$ cat config.mk
export PLATFORM = sky130hd
export DESIGN_NAME = nfbp_root_cell
export DESIGN_NICKNAME = d
export VERILOG_FILES = /design/src/near_field_beam_phase_generator_top_defines.svh /design/src/nfbp_pkg.sv /design/src/nfbp_root_cell.sv
export SDC_FILE = /design/constraint.sdc
export NUM_CORES = 1
export LEC_CHECK = 0
export BUFFER_PORTS_ARGS = -buffer_cell sky130_fd_sc_hd__buf_2
export CORE_UTILIZATION = 55
export CTS_BUF_LIST = sky130_fd_sc_hd__clkbuf_8 sky130_fd_sc_hd__clkbuf_16
export DETAILED_ROUTE_END_ITERATION = 6
export HOLD_SLACK_MARGIN = 0.12
export PLACE_DENSITY = 0.85
export SYNTH_ARGS = -nofsm -noshare
export SYNTH_HDL_FRONTEND = slang
export SYNTH_SLANG_ARGS = --single-unit
$ cat constraint.sdc
create_clock -name clk -period 11.9 [get_ports clk]
set_input_delay 2.38 -clock clk [delete_from_list [all_inputs] [get_ports clk]]
set_output_delay 2.38 -clock clk [all_outputs]
set_load 0.02 [all_outputs]
$ cat src/near_field_beam_phase_generator_top_defines.svh
// Assertion macros used by the asserting file of the block.
`ifndef NEAR_FIELD_BEAM_PHASE_GENERATOR_TOP_DEFINES_SVH
`define NEAR_FIELD_BEAM_PHASE_GENERATOR_TOP_DEFINES_SVH

// Check a property on every clock edge outside reset.
`define NFBP_ASSERT(label, prop, msg) \
	label: assert property (@(posedge clk) disable iff (!arst_n) prop) else $error(msg);

// Check a property on every clock edge, reset included.
`define NFBP_ASSERT_ALWAYS(label, prop, msg) \
	label: assert property (@(posedge clk) prop) else $error(msg);

`endif

$ cat src/nfbp_pkg.sv
package nfbp_pkg;

	// Register indexes of the configuration port
	typedef enum logic [1:0] {
		REG_TARGET_X = 2'd0,
		REG_TARGET_Y = 2'd1,
		REG_TARGET_Z = 2'd2
	} reg_index_t;

	localparam int COORD_W     = 30;  // target coordinate width
	localparam int FRAC_W      = 12;  // fraction bits of a wavelength
	localparam int PITCH_SH    = 11;  // half-wavelength pitch, 2048 units
	localparam int SQ_W        = 60;  // width of one squared difference
	localparam int SUM_W       = 62;  // width of the sum of three squares
	localparam int ROOT_STEPS  = 31;  // root bits, one per cell
	localparam int SINE_STAGES = 7;   // depth of a quarter-sine lane

	// Q30 Taylor coefficients of sin(pi/2 x)
	localparam logic [31:0] C1 = 32'd1686629713;
	localparam logic [31:0] C3 = 32'd693598669;
	localparam logic [31:0] C5 = 32'd85569306;
	localparam logic [31:0] C7 = 32'd5026995;
	localparam logic [31:0] C9 = 32'd172272;

endpackage

$ cat src/nfbp_root_cell.sv
module nfbp_root_cell #(
	parameter int SHIFT = 0
) (
	input  logic                       clk,
	input  logic                       en,
	input  logic [nfbp_pkg::SUM_W-1:0] rem_in,
	input  logic [nfbp_pkg::SUM_W-1:0] root_in,
	output logic [nfbp_pkg::SUM_W-1:0] rem_out,
	output logic [nfbp_pkg::SUM_W-1:0] root_out
);
	import nfbp_pkg::*;

	localparam logic [SUM_W-1:0] BIT = SUM_W'(1) << SHIFT;

	logic [SUM_W-1:0] trial;
	logic             fits;
	logic [SUM_W-1:0] rem_q;
	logic [SUM_W-1:0] root_q;

	// Try one root bit against the remainder
	assign trial = root_in + BIT;
	assign fits  = rem_in >= trial;

	// Advance the partial root and remainder
	always_ff @(posedge clk) begin
		if (en) begin
			if (fits) begin
				rem_q  <= rem_in - trial;
				root_q <= (root_in >> 1) + BIT;
			end else begin
				rem_q  <= rem_in;
				root_q <= root_in >> 1;
			end
		end
	end

	assign rem_out  = rem_q;
	assign root_out = root_q;
endmodule

## Word level (Yosys, flattened, before mapping)

Cells that the tools add are included.

| storage, ports and cells | value |
|---|---|
| register bits | 124 |
| bits in latches | 0 |
| RAM bits | 0 |
| memory bits (read-only) | 0 |
| output and inout bits | 124 |
| word-level logic and storage cells | 9 |
| memories | 0 |

| cells by class | value |
|---|---|
| add/sub/neg operators | 3 |
| multipliers | 0 |
| divide/modulo/power cells | 0 |
| order comparisons | 1 |
| eq/ne operators | 0 |
| shifts and indexed selects | 0 |
| muxes and demuxes | 2 |
| bitwise operators | 0 |
| reduce and logical (&&, ||, !) cells | 0 |

Operator list:

| operator | count |
|---|---|
| adder 61 x 1 -> 62 bit (second input constant) | 1 |
| adder 62 x 1 -> 62 bit (second input constant) | 1 |
| greater-or-equal comparator 62 bit | 1 |
| two-way mux 62 bit | 1 |
| subtractor 62 bit | 1 |
| two-way mux 61 bit | 1 |

## Logic depth before layout (Yosys ltp)

Gate-level depths: netlist of run 1.

| depth | value |
|---|---|
| depth after elaboration | 3 |
| mapped depth | 23 |
| gate-level depth less buffers | 18 |

## Worst setup path after synthesis of run 1

No wires, ideal clock.

| timing | value |
|---|---|
| path kind | input-to-reg |
| start point | input port root_in[3] (netlist bit) |
| end point | register rem_q[14], in the netlist rem_out[14] (data pin) |
| setup time | 0.260 ns |
| arrival | 6.630 ns |
| path slack | 5.010 ns |
| cell stages on the path | 21 |
| cells stage by stage | clkbuf_1 nand3_1 nor2_1 and3_1 nand3_1 or3_1 or2_1 nor2_1 xnor2_1 ha_1 buf_2 a21oi_1 o21ai_0 a31oi_1 o221ai_1 a2111o_1 a21oi_2 o211a_1 buf_6 buf_2 mux2_2 |

| between the ends | value |
|---|---|
| cells in the longest elaborated chain, start to end | 3 |

Ends and longest elaborated chain:

| what | RTL line | text |
|---|---|---|
| start: declaration | nfbp_root_cell.sv:7 | `input logic [nfbp_pkg::SUM_W-1:0] root_in,` |
| adder 62 x 1 -> 62 bit * | nfbp_root_cell.sv:21 | `assign trial = root_in + BIT;` |
| subtractor 62 bit or greater-or-equal comparator 62 bit (tied branches) | nfbp_root_cell.sv:28, nfbp_root_cell.sv:22 |  |
| two-way mux 62 bit * | nfbp_root_cell.sv:27 | `if (fits) begin` |
| end signal: assignment | nfbp_root_cell.sv:28 | `rem_q <= rem_in - trial;` |
| end signal: assignment | nfbp_root_cell.sv:31 | `rem_q <= rem_in;` |
| end: declaration | nfbp_root_cell.sv:17 | `logic [SUM_W-1:0] rem_q;` |

Mark *: on every way between the ends. The rest lies on a longest branch, timed or not.
A chain may end at the register's enable or synchronous reset.

## Final worst setup path of run 1

| timing | value |
|---|---|
| start point | input port root_in[15] (netlist bit) |
| end point | register rem_q[14], in the netlist rem_out[14] (data pin) |

| between the ends | value |
|---|---|
| cells in the longest elaborated chain, start to end | 3 |

Ends and longest elaborated chain:

| what | RTL line | text |
|---|---|---|
| adder 62 x 1 -> 62 bit | nfbp_root_cell.sv:21 |  |
| greater-or-equal comparator 62 bit | nfbp_root_cell.sv:22 | `assign fits = rem_in >= trial;` |
| two-way mux 62 bit | nfbp_root_cell.sv:27 |  |

Every way passes these cells.

==> run summary, run 1 <==
drt initial violations = 1196
Util after Layout = 67.0%
average routed wire per standard cell = 21.5 um
RD Place Congestion = 1.05
CTS tree = yes
outcome = complete, no violations
Mapped Cells = 1241
Highest Clock Rate = 0.116 GHz
wire length of the first global-routing pass = 55600 um
most frequent standard cell in the layout excluding fill and tap cells = sky130_fd_sc_hd__buf_2
Mapped Nets = 1432
Layout area overhead = 17.8%
Core ar. = 18900 um^2
remaining number of nets flagged by the antenna check after routing = 0
Total Die Area = 20100 um^2
Netlist Area Pre-Place = 10700 um^2
RSZ-0062 raised after global routing = no
initial standard-cell utilization of the core = 56.8%
total power density per cell area = 126 nW/um^2
remaining global-route overflow = 0
ys async rst share = 0%
startpoint type of the worst setup path = input port
distinct cell type count of the synthesized netlist = 72
Lkg Pwr = 5.13 nW
cell with the biggest individual delay on the critical path = sky130_fd_sc_hd__buf_4
synthesis warning total = 0
endpoint class of the critical path = register
Resize count post-CTS = 0
number of vias per cell = 6.21
Crit. Startpoint = root_in[15]
max-slew violations = 0
final critical-path share of the clock period = 72.6%
pin count of the biggest net entering global routing = 112
number of buffers added to fix hold violations after cts = 0
post-synthesis area per instance = 8.65 um^2
sequential cell area = 3720 um^2
transition time at the pin with the least slew margin = 1.21 ns
number of standard-cell rows in the floorplan = 50
drc violations = 0
detailed-placement wirelength estimate = 29500 um
endpoints failing setup = 0
H-Tree Depth = 4
sequential area share after synthesis = 34.7%
buffers added on ports = 249
data required time at the worst endpoint = 12.07 ns
EDFF count, synth = 124
buffer depth of the longest clock path = 2
net count reported at finish = 1641
area of the multi-input gates = 6660 um^2
Clk pin slew, worst setup/hold paths = 0.06 ns
number of register bits inferred by synthesis = 124
Sink Count = 124
post-route setup TNS = 0 ns
number of detailed-route iterations in the first pass = 5
number of global-route vias before repair = 9923
share of post-route cells with drive strength above 1 = 21.5%
leading cell types in the layout, fill and taps excluded = sky130_fd_sc_hd__buf_2, sky130_fd_sc_hd__nand2_1, sky130_fd_sc_hd__edfxtp_1
TritonCTS Buffers = 17
worst setup path class = in2reg
Max VDD drop = 97.6 uV
Worst Path Max Fanout = 111
total wirelength of the detailed-routed design = 37200 um
relative slew slack = 19.3%
post-CTS setup repair buffer count = 0
final critical delay including setup and external delays = 8.64 ns
cell chosen for the clock root = sky130_fd_sc_hd__clkbuf_16
Filler Cell Count = 1643
most frequently used flop master after synthesis = sky130_fd_sc_hd__edfxtp_1
arrival time reported for the critical path endpoint = 8.81 ns
count of pins on the block boundary = 250
die boundary height = 142 um
die outline width = 142 um
max-capacitance violation count = 0
stage delay of the slowest cell on the critical path = 0.97 ns
GRT Util Overall = 37.1%
critical path, cell by cell = buf_2 -> and3_1 -> nand3_2 -> nor3_1 -> nand2_1 -> or3_1 -> or2_1 -> nor2_1 -> xnor2_1 -> ha_1 -> a21oi_1 -> o21ai_0 -> a31oi_1 -> o221ai_1 -> a2111o_1 -> a21oi_2 -> o211a_4 -> buf_4 -> mux2_2
path class of the lowest-slack min-delay path = in2reg
initial antenna violation count = 2
via count = 10700
final-report hold violation count = 0
CP Capture Point = rem_out[14]
-- per-stage QoR --
stage	worst slack, ns	hold WS (ns)	area [um^2]	power, mW	std cells
after detailed placement	2.96	2.68	12100	1.05	1691
final	3.26	2.25	12700	1.60	1725
after floorplan	5.01	2.49	10700	0.882	1241
after global routing	2.81	2.26	12700	1.65	1725
after CTS	3.39	2.24	12700	1.59	1723
after global placement	3.01	2.68	12100	1.04	1691
-- cell families (layout without fill, tap and decap cells) --
group / count (synthesis) / after routing / share of synthesized area [%]
adder cells (fa/ha/maj): 65 / 65 / 7.64
multiplexers: 5 / 5 / 0.513
other: 0 / 2 / 0
buffers and inverters: 82 / 304 / 3.36
flip-flops: 124 / 124 / 34.7
XOR/XNOR: 169 / 169 / 13.8
AND/OR/NAND/NOR: 511 / 511 / 23.2
AO/OA/AOI/OAI: 285 / 285 / 16.8
-- how the worst min path moves through the flow --
stage                    start  slack (ns)  depth (start not counted)          end
detailed placement  rem_in[60]        2.68                          3  rem_out[60]
CTS                 rem_in[18]        2.24                          3  rem_out[18]
finish              rem_in[20]        2.25                          3  rem_out[20]
global placement    rem_in[49]        2.68                          3  rem_out[49]
global route        rem_in[48]        2.26                          3  rem_out[48]
floorplan                   en        2.49                          0   rem_out[0]
-- where the power goes --
group | internal, mW | switching, mW | leakage [nW]
registers | 0.544 | 0.0159 | 1.21
logic | 0.167 | 0.323 | 3.63
clock network | 0.329 | 0.220 | 0.288
total | 1.04 | 0.559 | 5.13
-- cell type report --
cell class / count / share of cell area, %
multi-input combinational: 1035 / 52.6
antenna: 2 / 0.0395
sequential: 124 / 29.4
timing repair buffer: 251 / 9.98
clock buffer: 17 / 3.36
inverter: 21 / 0.623
tap: 260 / 2.57
clock inverter: 15 / 1.35
-- worst max-delay path: cells and delay by family --
family | cells | cell delay, ns
simple gates | 7 | 2.17
compound gates | 7 | 2.01
buf+inv | 2 | 1.13
mux | 1 | 0.42
fa+ha+maj | 1 | 0.39
xor+xnor | 1 | 0.20
-- cell usage after synthesis (8+ instances only) --
master | count | area share, %
sky130_fd_sc_hd__o21bai_1 | 11 | 0.77
sky130_fd_sc_hd__inv_1 | 21 | 0.73
sky130_fd_sc_hd__xnor2_1 | 66 | 5.4
sky130_fd_sc_hd__clkbuf_1 | 33 | 1.2
sky130_fd_sc_hd__nor2_1 | 96 | 3.4
sky130_fd_sc_hd__o21ai_1 | 8 | 0.37
sky130_fd_sc_hd__a211oi_1 | 9 | 0.63
sky130_fd_sc_hd__nand2_1 | 178 | 6.2
sky130_fd_sc_hd__nand3_1 | 49 | 2.3
sky130_fd_sc_hd__and3_1 | 26 | 1.5
sky130_fd_sc_hd__o21a_1 | 14 | 0.98
sky130_fd_sc_hd__nor3_1 | 43 | 2.0
sky130_fd_sc_hd__o31ai_1 | 11 | 0.77
sky130_fd_sc_hd__and4_1 | 8 | 0.65
sky130_fd_sc_hd__nor4_1 | 9 | 0.52
sky130_fd_sc_hd__nor2b_1 | 8 | 0.47
sky130_fd_sc_hd__o21ai_0 | 86 | 4.0
sky130_fd_sc_hd__and2_1 | 8 | 0.47
sky130_fd_sc_hd__nand2b_1 | 13 | 0.76
sky130_fd_sc_hd__xor2_1 | 103 | 8.4
sky130_fd_sc_hd__nand4_1 | 37 | 2.2
sky130_fd_sc_hd__ha_1 | 64 | 7.5
sky130_fd_sc_hd__a21o_1 | 27 | 1.9
sky130_fd_sc_hd__buf_2 | 21 | 0.98
sky130_fd_sc_hd__edfxtp_1 | 124 | 35
sky130_fd_sc_hd__a21oi_1 | 74 | 3.4
-- metal layers --
layer	GRT usage, %	part of all wire [%]
met1	50.8	42
met2	57.0	45
met3	8.64	11
met4	13.5	3.0
met5	0	0
-- state kept, by name, summed over array words and instances, names as in the netlist --
register,cells
root_out,62
rem_out,62
(Power assumes the default switching activity.)
==> run 2: changes to the inputs <==
Clock period 11.9 ns to 8.4 ns, I/O delays scaled along.
==> run 2 against run 1 <==
Worst hold slack worse by 0.70 ns. Power up 40%. Clock power up 35%. Worst setup slack worse by 2.1 ns. Largest cell class unchanged. Sequential power up 41%. Final cell count up 0.52%. Flip-flop and latch count unchanged. Via count down 0.69%. Critical path depth unchanged. Clock-buffer cell count unchanged. Utilization up 0.33 points.
==> run summary, run 2 (synthesized netlist as in run 1, its figures left out) <==
number of detailed-route iterations in the first pass = 6 (+1)
remaining global-route overflow = 0 (unchanged)
drc violations = 0 (unchanged)
data required time at the worst endpoint = 8.57 ns (-3.50 ns)
number of standard-cell rows in the floorplan = 50 (unchanged)
average routed wire per standard cell = 21.5 um (-0.43%)
post-CTS setup repair buffer count = 0 (unchanged)
final critical delay including setup and external delays = 7.27 ns
post-route setup TNS = 0 ns (unchanged)
RD Place Congestion = 1.12 (+6.8%)
Sink Count = 124 (unchanged)
number of global-route vias before repair = 10100 (+1.6%)
initial standard-cell utilization of the core = 56.8% (unchanged)
most frequent standard cell in the layout excluding fill and tap cells = sky130_fd_sc_hd__buf_2
Total Die Area = 20100 um^2 (unchanged)
via count = 10600 (-0.69%)
net count reported at finish = 1651 (+0.61%)
final-report hold violation count = 0 (unchanged)
number of vias per cell = 6.14 (-1.2%)
leading cell types in the layout, fill and taps excluded = sky130_fd_sc_hd__buf_2, sky130_fd_sc_hd__nand2_1, sky130_fd_sc_hd__edfxtp_1
startpoint type of the worst setup path = input port
total power density per cell area = 175 nW/um^2 (+39%)
remaining number of nets flagged by the antenna check after routing = 0 (unchanged)
final critical-path share of the clock period = 86.5%
outcome = complete, no violations
die outline width = 142 um (unchanged)
total wirelength of the detailed-routed design = 37200 um (about the same)
count of pins on the block boundary = 250 (unchanged)
path class of the lowest-slack min-delay path = in2reg
max-slew violations = 0 (unchanged)
Layout area overhead = 18.4%
initial antenna violation count = 2 (unchanged)
die boundary height = 142 um (unchanged)
final setup margin = 1.13 ns (-2.13 ns)
Worst Path Max Fanout = 80 (-28%)
GRT Util Overall = 37.1% (about the same)
Lkg Pwr = 5.17 nW (+0.85%)
TritonCTS Buffers = 17 (unchanged)
Util after Layout = 67.3% (+0.33 points)
Core ar. = 18900 um^2 (unchanged)
dpl ws = 0.846 ns (-2.11 ns)
relative slew slack = 29.1% (+9.8 points)
share of post-route cells with drive strength above 1 = 22.1% (+0.60 points)
arrival time reported for the critical path endpoint = 7.44 ns (-1.37 ns)
buffers added on ports = 249 (unchanged)
Highest Clock Rate = 0.138 GHz
pin count of the biggest net entering global routing = 82 (-27%)
cell chosen for the clock root = sky130_fd_sc_hd__clkbuf_16
Resize count post-CTS = 0 (unchanged)
endpoint class of the critical path = register
worst setup path class = in2reg
RSZ-0062 raised after global routing = no
CTS tree = yes
detailed-placement wirelength estimate = 29400 um (about the same)
buffer depth of the longest clock path = 2 (unchanged)
drt initial violations = 1019 (-15%)
transition time at the pin with the least slew margin = 1.06 ns (-0.143 ns)
endpoints failing setup = 0 (unchanged)
wire length of the first global-routing pass = 56200 um (+1.2%)
Max VDD drop = 138 uV (+42%)
number of buffers added to fix hold violations after cts = 0 (unchanged)
Clk pin slew, worst setup/hold paths = 0.06 ns (about the same)
H-Tree Depth = 4 (unchanged)
max-capacitance violation count = 0 (unchanged)
==> run 2: cell count changes in the layout (fill, tap and decap cells not counted), sizes merged <==
cell / before / now
buf: 251 / 261
bufinv: 3 / 2
clkinv: 8 / 6
clkinvlp: 2 / 4
diode: 2 / 1
inv: 23 / 24
==> run 2: layout make-up <==
type / count / area (um^2)
Antenna cell: 1 / 2.50
Sequential cell: 124 / 3720
Timing Repair Buffer: 261 / 1350
Tap cell: 260 / 325
Inverter: 21 / 78.8
Multi-Input combinational cell: 1035 / 6660
Fill cell: 1624 / 6170
Clock buffer: 17 / 425
Clock inverter: 15 / 149
==> run 2: power by group <==
| group | switching (mW) | internal, mW | leakage (nW) |
|---|---|---|---|
| Sequential | 0.0217 | 0.771 | 1.21 |
| Combinational | 0.456 | 0.241 | 3.68 |
| Clock | 0.306 | 0.435 | 0.277 |
| Total | 0.784 | 1.45 | 5.17 |
==> run 2: stage by stage <==
stage / power (mW) / cell area [um^2] / instances / hold slack, ns
floorplan: 1.25 / 10700 / 1241 / 1.79
CTS: 2.22 / 12700 / 1733 / 1.54
finish: 2.23 / 12700 / 1734 / 1.55
global placement: 1.48 / 12100 / 1701 / 1.97
detailed placement: 1.49 / 12100 / 1701 / 1.98
global route: 2.31 / 12700 / 1734 / 1.55
==> run 2: per-layer routing <==
layer	up-vias	track usage (%)	routed length (um)
li1	4965	-	-
met1	4962	49.6	15400
met2	626	60.3	17100
met3	84	6.24	3500
met4	2	13.9	1250
met5	-	0	11
==> run 2: final timing paths <==
kind	slack, ns	endpoint	startpoint	depth (start not counted)
max	1.13	root_out[49]	root_in[3]	19
min	1.55	rem_out[44]	rem_in[44]	3
==> run 2: worst max-delay path: stages <==
cell and delay (ns):
sky130_fd_sc_hd__buf_2 0.18, sky130_fd_sc_hd__nand3_1 0.14, sky130_fd_sc_hd__nor2_1 0.42, sky130_fd_sc_hd__nand3_1 0.40
sky130_fd_sc_hd__nor3_1 0.46, sky130_fd_sc_hd__nand3_1 0.18, sky130_fd_sc_hd__or3_1 0.41, sky130_fd_sc_hd__xor2_1 0.30
sky130_fd_sc_hd__ha_1 0.39, sky130_fd_sc_hd__nand2_1 0.11, sky130_fd_sc_hd__o21ai_0 0.12, sky130_fd_sc_hd__a31oi_1 0.21
sky130_fd_sc_hd__o221ai_1 0.17, sky130_fd_sc_hd__a2111o_1 0.40, sky130_fd_sc_hd__a21oi_2 0.30, sky130_fd_sc_hd__o211a_4 0.84
sky130_fd_sc_hd__buf_4 0.44, sky130_fd_sc_hd__nor2_1 0.12, sky130_fd_sc_hd__xor2_1 0.15
